`src/design/pmsm_back_emf_observer_defines.svh`:
```
// ----------------------------------------------------------------------------
// pmsm back-emf observer assertion macros
// shared concurrent assertion forms, all reset-qualified
// ----------------------------------------------------------------------------
`ifndef PMSM_BACK_EMF_OBSERVER_DEFINES_SVH
`define PMSM_BACK_EMF_OBSERVER_DEFINES_SVH

// same-cycle implication
`define PBEO_ASSERT_SAME(lbl, clk_s, rst_s, ante, cons) \
  lbl: assert property (@(posedge clk_s) disable iff (rst_s) (ante) |-> (cons)) \
    else $error("pbeo assertion failed");

// next-cycle implication
`define PBEO_ASSERT_NEXT(lbl, clk_s, rst_s, ante, cons) \
  lbl: assert property (@(posedge clk_s) disable iff (rst_s) (ante) |=> (cons)) \
    else $error("pbeo assertion failed");

`endif

```
`src/design/pbeo_pkg.sv`:
```
// ----------------------------------------------------------------------------
// pbeo_pkg
// shared types, codes and arithmetic helpers of the back-emf observer
// ----------------------------------------------------------------------------
package pbeo_pkg;

  localparam int CORDIC_STEPS_DEF = 16;
  localparam int MAX_STEPS        = 24;
  localparam int STEP_W           = 5;
  localparam int OP_W             = 4;
  localparam int CFG_ADDR_W       = 3;

  // configuration register indexes
  localparam logic [CFG_ADDR_W-1:0] REG_STEP_TIME  = 3'd0;
  localparam logic [CFG_ADDR_W-1:0] REG_STEP_OVER_L = 3'd1;
  localparam logic [CFG_ADDR_W-1:0] REG_RESISTANCE = 3'd2;
  localparam logic [CFG_ADDR_W-1:0] REG_CUR_GAIN   = 3'd3;
  localparam logic [CFG_ADDR_W-1:0] REG_EMF_GAIN   = 3'd4;

  // multiply-accumulate operation sequence
  localparam logic [OP_W-1:0] OP_RS_A   = 4'd0;
  localparam logic [OP_W-1:0] OP_KS_A   = 4'd1;
  localparam logic [OP_W-1:0] OP_TS_A   = 4'd2;
  localparam logic [OP_W-1:0] OP_TSL_A  = 4'd3;
  localparam logic [OP_W-1:0] OP_RS_B   = 4'd4;
  localparam logic [OP_W-1:0] OP_KS_B   = 4'd5;
  localparam logic [OP_W-1:0] OP_TS_B   = 4'd6;
  localparam logic [OP_W-1:0] OP_TSL_B  = 4'd7;
  localparam logic [OP_W-1:0] OP_W_SPD  = 4'd8;
  localparam logic [OP_W-1:0] OP_W_EB   = 4'd9;
  localparam logic [OP_W-1:0] OP_KL_B   = 4'd10;
  localparam logic [OP_W-1:0] OP_TS_RA  = 4'd11;
  localparam logic [OP_W-1:0] OP_W_EA   = 4'd12;
  localparam logic [OP_W-1:0] OP_KL_A   = 4'd13;
  localparam logic [OP_W-1:0] OP_TS_RB  = 4'd14;
  localparam logic [OP_W-1:0] OP_LAST   = OP_TS_RB;

  localparam logic signed [32:0] PI_Q16 = 33'sd205887;

  // controller to datapath commands
  typedef struct packed {
    logic              load;
    logic              mul_en;
    logic              post_en;
    logic [OP_W-1:0]   op;
    logic              cord_init;
    logic              cord_step;
    logic [STEP_W-1:0] step;
    logic              finish;
  } pbeo_cmd_t;

  // datapath to controller status
  typedef struct packed {
    logic out_busy;
  } pbeo_stat_t;

  // clamp to signed 32 bits
  function automatic logic signed [31:0] sat32(input logic signed [51:0] v);
    if (v > 52'sh0_0000_7FFF_FFFF) begin
      return 32'sh7FFF_FFFF;
    end else if (v < -52'sh0_0000_8000_0000) begin
      return 32'sh8000_0000;
    end else begin
      return v[31:0];
    end
  endfunction

  // arctangent table, 2^32 per turn
  function automatic logic [29:0] atan_turn(input logic [STEP_W-1:0] i);
    logic [29:0] r;
    case (i)
      5'd0:  r = 30'd536870912;
      5'd1:  r = 30'd316933406;
      5'd2:  r = 30'd167458907;
      5'd3:  r = 30'd85004756;
      5'd4:  r = 30'd42667331;
      5'd5:  r = 30'd21354465;
      5'd6:  r = 30'd10679838;
      5'd7:  r = 30'd5340245;
      5'd8:  r = 30'd2670163;
      5'd9:  r = 30'd1335087;
      5'd10: r = 30'd667544;
      5'd11: r = 30'd333772;
      5'd12: r = 30'd166886;
      5'd13: r = 30'd83443;
      5'd14: r = 30'd41722;
      5'd15: r = 30'd20861;
      5'd16: r = 30'd10430;
      5'd17: r = 30'd5215;
      5'd18: r = 30'd2608;
      5'd19: r = 30'd1304;
      5'd20: r = 30'd652;
      5'd21: r = 30'd326;
      5'd22: r = 30'd163;
      5'd23: r = 30'd81;
      default: r = 30'd0;
    endcase
    return r;
  endfunction

endpackage

```
`src/design/pbeo_ctrl.sv`:
```
// ----------------------------------------------------------------------------
// pbeo_ctrl
// sequencer: multiply/post ops, cordic iterations, result handoff
// ----------------------------------------------------------------------------
`include "pmsm_back_emf_observer_defines.svh"

module pbeo_ctrl
  import pbeo_pkg::*;
#(
  parameter int CORDIC_STEPS = CORDIC_STEPS_DEF
) (
  input  logic       clk,
  input  logic       rst,
  input  logic       s_tvalid,
  output logic       s_tready,
  input  pbeo_stat_t stat,
  output pbeo_cmd_t  cmd
);

  localparam logic [2:0] ST_IDLE  = 3'd0;
  localparam logic [2:0] ST_MUL   = 3'd1;
  localparam logic [2:0] ST_POST  = 3'd2;
  localparam logic [2:0] ST_CINIT = 3'd3;
  localparam logic [2:0] ST_CORD  = 3'd4;
  localparam logic [2:0] ST_FIN   = 3'd5;

  localparam logic [STEP_W-1:0] STEP_LAST = STEP_W'(CORDIC_STEPS - 1);

  logic [2:0]        state, state_next;
  logic [OP_W-1:0]   op, op_next;
  logic [STEP_W-1:0] step, step_next;

  assign s_tready = (state == ST_IDLE);

  // next state and commands
  always_comb begin
    state_next    = state;
    op_next       = op;
    step_next     = step;
    cmd           = '0;
    cmd.op        = op;
    cmd.step      = step;
    case (state)
      ST_IDLE: begin
        if (s_tvalid) begin
          cmd.load   = 1'b1;
          op_next    = OP_RS_A;
          state_next = ST_MUL;
        end
      end
      ST_MUL: begin
        cmd.mul_en = 1'b1;
        state_next = ST_POST;
      end
      ST_POST: begin
        cmd.post_en = 1'b1;
        if (op == OP_LAST) begin
          state_next = ST_CINIT;
        end else begin
          op_next    = op + 1'b1;
          state_next = ST_MUL;
        end
      end
      ST_CINIT: begin
        cmd.cord_init = 1'b1;
        step_next     = '0;
        state_next    = ST_CORD;
      end
      ST_CORD: begin
        cmd.cord_step = 1'b1;
        if (step == STEP_LAST) begin
          state_next = ST_FIN;
        end else begin
          step_next = step + 1'b1;
        end
      end
      ST_FIN: begin
        if (!stat.out_busy) begin
          cmd.finish = 1'b1;
          state_next = ST_IDLE;
        end
      end
      default: state_next = ST_IDLE;
    endcase
  end

  // state registers
  always_ff @(posedge clk) begin
    if (rst) begin
      state <= ST_IDLE;
      op    <= '0;
      step  <= '0;
    end else begin
      state <= state_next;
      op    <= op_next;
      step  <= step_next;
    end
  end

  `PBEO_ASSERT_NEXT(a_load_starts_ops, clk, rst, cmd.load, state == ST_MUL && op == OP_RS_A)
  `PBEO_ASSERT_NEXT(a_mul_then_post, clk, rst, cmd.mul_en, cmd.post_en && $stable(op))
  `PBEO_ASSERT_NEXT(a_cord_end, clk, rst, cmd.cord_step && step == STEP_LAST, state == ST_FIN)
  `PBEO_ASSERT_SAME(a_finish_free, clk, rst, cmd.finish, !stat.out_busy)

endmodule

```
`config.mk`:
```
export PLATFORM = sky130hd
export DESIGN_NAME = pbeo_ctrl
export DESIGN_NICKNAME = d
export VERILOG_FILES = /design/src/design/pbeo_pkg.sv /design/src/design/pbeo_ctrl.sv
export VERILOG_INCLUDE_DIRS = /design/src /design/src/design
export SDC_FILE = /design/constraint.sdc
export NUM_CORES = 1
export LEC_CHECK = 0
export BUFFER_PORTS_ARGS = -buffer_cell sky130_fd_sc_hd__buf_2
export CAP_MARGIN = 20
export CORE_MARGIN = 2
export CORE_UTILIZATION = 50
export CTS_BUF_LIST = sky130_fd_sc_hd__clkbuf_8
export CTS_CLUSTER_SIZE = 40
export DETAILED_ROUTE_END_ITERATION = 7
export PLACE_DENSITY_LB_ADDON = 0.3
export SLEW_MARGIN = 20
export SYNTH_ARGS = -nofsm -noshare
export SYNTH_HDL_FRONTEND = slang
export SYNTH_SLANG_ARGS = --single-unit
```
`constraint.sdc`:
```
create_clock -name clk -period 2.8 [get_ports clk]
set_input_delay 0.42 -clock clk [delete_from_list [all_inputs] [get_ports clk]]
set_output_delay 0.42 -clock clk [all_outputs]
set_load 0.05 [all_outputs]
```
==> summary.txt <==
Non-Filler Instances - 114
critical path type - reg -> reg
Net Sw Frac - 0.2872
Internal - 0.3207 mW
CTS clk-pin slew, worst paths - 50 ps
Crit Reg-Reg Startpoint - step[0]$_SDFFE_PP0P_
delay-heaviest family, CP - simple AND/OR/NAND/NOR gates
first-pass GRT wire length - 2.214 mm
GR Util met1 - 0.2386
vias per cell - 5.895
I/O Pins - 20
Finished Core Util - 0.6538
Detailed Route WL - 1.467 mm
clock latency at the later pin of the worst-skew pair - 240 ps
post-synthesis cell type count - 34
final setup fails - 0
critical path arrival - 2320 ps
row count - 13
period utilization - 0.7818
CTS tree - done
core footprint - 1301 µm²
die height - 41.37 µm
Min Hold Slack - 449.4 ps
worst endpoint required time - 2930 ps
Final min period - 2189 ps
met3 usage - 0.04787
Switch Pwr - 0.1292 mW
Synth Area in Adders - 0.07168
Pleak - 0.3595 nW
number of synthesized register bits - 12
CP startpoint - step[0]$_SDFFE_PP0P_
most used cell, CP - ha_1
slowest cell on the critical path - or4b_1
HP Class - in -> reg
hold_buf cts - 0
hold path startpoint - s_tvalid
largest net degree at the start of global routing - 16
CTS buffer count - 3
Final Power - 0.4499 mW
Die X - 41.37 µm
worst setup margin - 610.9 ps
Ys Warns - 0
startpoint types - flip-flop
XOR/XNOR Fraction of Synth Area - 0
CTS sink count - 12
Cell Area, Synth - 698.2 µm²
share of power burned in registers - 0.417
GRT Residual Overflow - 0
register area share after synthesis - 0.3441
maximum vdd drop - 315.9 µV
post-DP HPWL - 1.028 mm
worst rel slew slack - 0.7114
synthesized instance count - 80
H-tree levels - 1
DRC viols - 0
DIE AREA - 1711 µm²
number of global-route vias before repair - 514
GRT busiest layer - met2
P per Cell Area - 528.8 nW/µm²
worst clock skew - 0.7309 ps
Setup TNS Final - 0 ps
CP peak stage delay - 570 ps
Post-synth ARST share - 0
post-route ant nets - 0
Initial Utilization - 0.5365
Fill cells - 117
mux share of post-synthesis cell area - 0.01613
NumNets Final - 108
share of post-route cells with drive strength above 1 - 0.2727
top_reg_cell synth - dfxtp_1
final hold violations - 0
Longest Clk Path Bufs - 2
worst-path maximum fanout - 5
P&R area growth vs syn - 21.86%
router iterations before antenna repair - 4
RSZ-0062 raised after global routing - false
DR iter-0 viols - 20
Area after DPL - 795.8 µm²
GR Util met2 - 0.3477
final slew viol count - 0
Mapped Nets - 88
max-cap violation count - 0
I/O Buffers - 19
mean area per synthesized cell - 8.727 µm²
Slew @ Worst Pin - 432.3 ps
Clk network pwr share - 0.416
Post-synth EDFFs - 0
Setup Fix Bufs, Post-CTS - 0
initial antenna violation count - 0
worst path bufs/invs - 0
wire per inst - 12.87 µm
largest family of logic cells by synthesized area - simple AND/OR/NAND/NOR gates
DR vias - 672
gr usage total - 0.2038
combinational power share - 0.166
simple-gate share of the synthesized area - 0.3065
Root Buffer - clkbuf_8
antenna cells - 0
design area - 850.8 µm²
cts repair resizes - 0
critical-path cell list - ha_1, and3_1, ha_1, or4b_1, a21oi_1, mux2_2
gp weighted congestion - 0.7437
Compound-Gate Fraction of Synth Area - 0.2061
Crit. End Element - flip-flop
placed cell count - 110
Max Clock Freq - 0.4568 GHz
Post-Place Worst Slack - 650.0 ps
status - finished clean
-- cells in the mapped netlist (all sizes together), types with 2 or more instances --
master  instances  share of area
clkbuf          3          0.016
nand4b          2          0.025
a311oi          2          0.025
dfxtp          12           0.34
inv             6          0.032
ha              4          0.072
nand3b          2          0.021
nor3b           4          0.050
a41oi           2          0.025
a211o           2          0.025
nand3           5          0.036
nor3            2          0.014
nand4           2          0.018
o41ai           2          0.025
a21oi           8          0.057
nand2b          4          0.036
nor2            3          0.016
-- power groups by stage --
stage / logic [mW] / clock network [mW] / registers, mW
3_5_place_dp: 0.0748 / 0 / 0.191
6_report: 0.0748 / 0.187 / 0.188
5_1_grt: 0.0800 / 0.198 / 0.190
3_3_place_gp: 0.0744 / 0 / 0.191
4_1_cts: 0.0750 / 0.191 / 0.187
2_1_floorplan: 0.0624 / 0 / 0.188
-- layer usage --
layer  up-vias  share of wire
li1        345              -
met2        20           0.47
met3         2          0.064
met1       305           0.46
met5         -              0
met4         0         0.0041
-- logic make-up (layout without fill, tap and decap cells) --
| group | after synthesis | after routing |
|---|---|---|
| compound gates | 20 | 20 |
| fa+ha+maj | 4 | 4 |
| buf+inv | 10 | 29 |
| flops | 12 | 12 |
| mux | 1 | 1 |
| simple gates | 33 | 33 |
-- registers in the layout (all words and copies together) (netlist names) --
signal and count:
step 5, op 4, state 3
-- cells in the final DEF (no fill, tap or decap), drive strengths merged --
cell type  synthesis  routed
a21o               1       1
a41oi              2       2
o41ai              2       2
nor3b              4       4
or3                1       1
and4               1       1
a221oi             1       1
nor2               3       3
a311oi             2       2
clkbuf             3       4
dfxtp             12      12
nand3b             2       2
and3               1       1
a211oi             1       1
a211o              2       2
nand3              5       5
nand4              2       2
or4b               1       1
a21oi              8       8
nor3               2       2
inv                6       6
or3b               1       1
nand4b             2       2
or2                1       1
nand2b             4       4
buf                1      19
nand2              1       1
ha                 4       4
o21ai              1       1
mux2               1       1
nor4               1       1
and2               1       1
-- tightest hold or removal path, delay by kind of cell --
| kind | cells | cell delay [ps] |
|---|---|---|
| buf+inv | 2 | 150 |
| compound gates | 1 | 60 |
-- area by class of cell --
class	instances	area, µm²	area share
clock buffer	4	55.05	0.06471
timing repair buffer	19	95.09	0.1118
sequential	12	240.2	0.2824
tap	15	18.77	0.02206
multi-input combinational	58	419.2	0.4926
inverter	6	22.52	0.02647
-- path summary, 6_finish.rpt --
| path | slack (ps) | end | cells past startpoint |
|---|---|---|---|
| min reg2reg | 490 | step[4]$_SDFFE_PP0P_ | 2 |
| max reg2reg | 610 | step[3]$_SDFFE_PP0P_ | 6 |
| max | 610 | step[3]$_SDFFE_PP0P_ | 6 |
| min | 450 | state[0]$_SDFFE_PP0P_ | 3 |
Power figures use the tool's default switching activity.
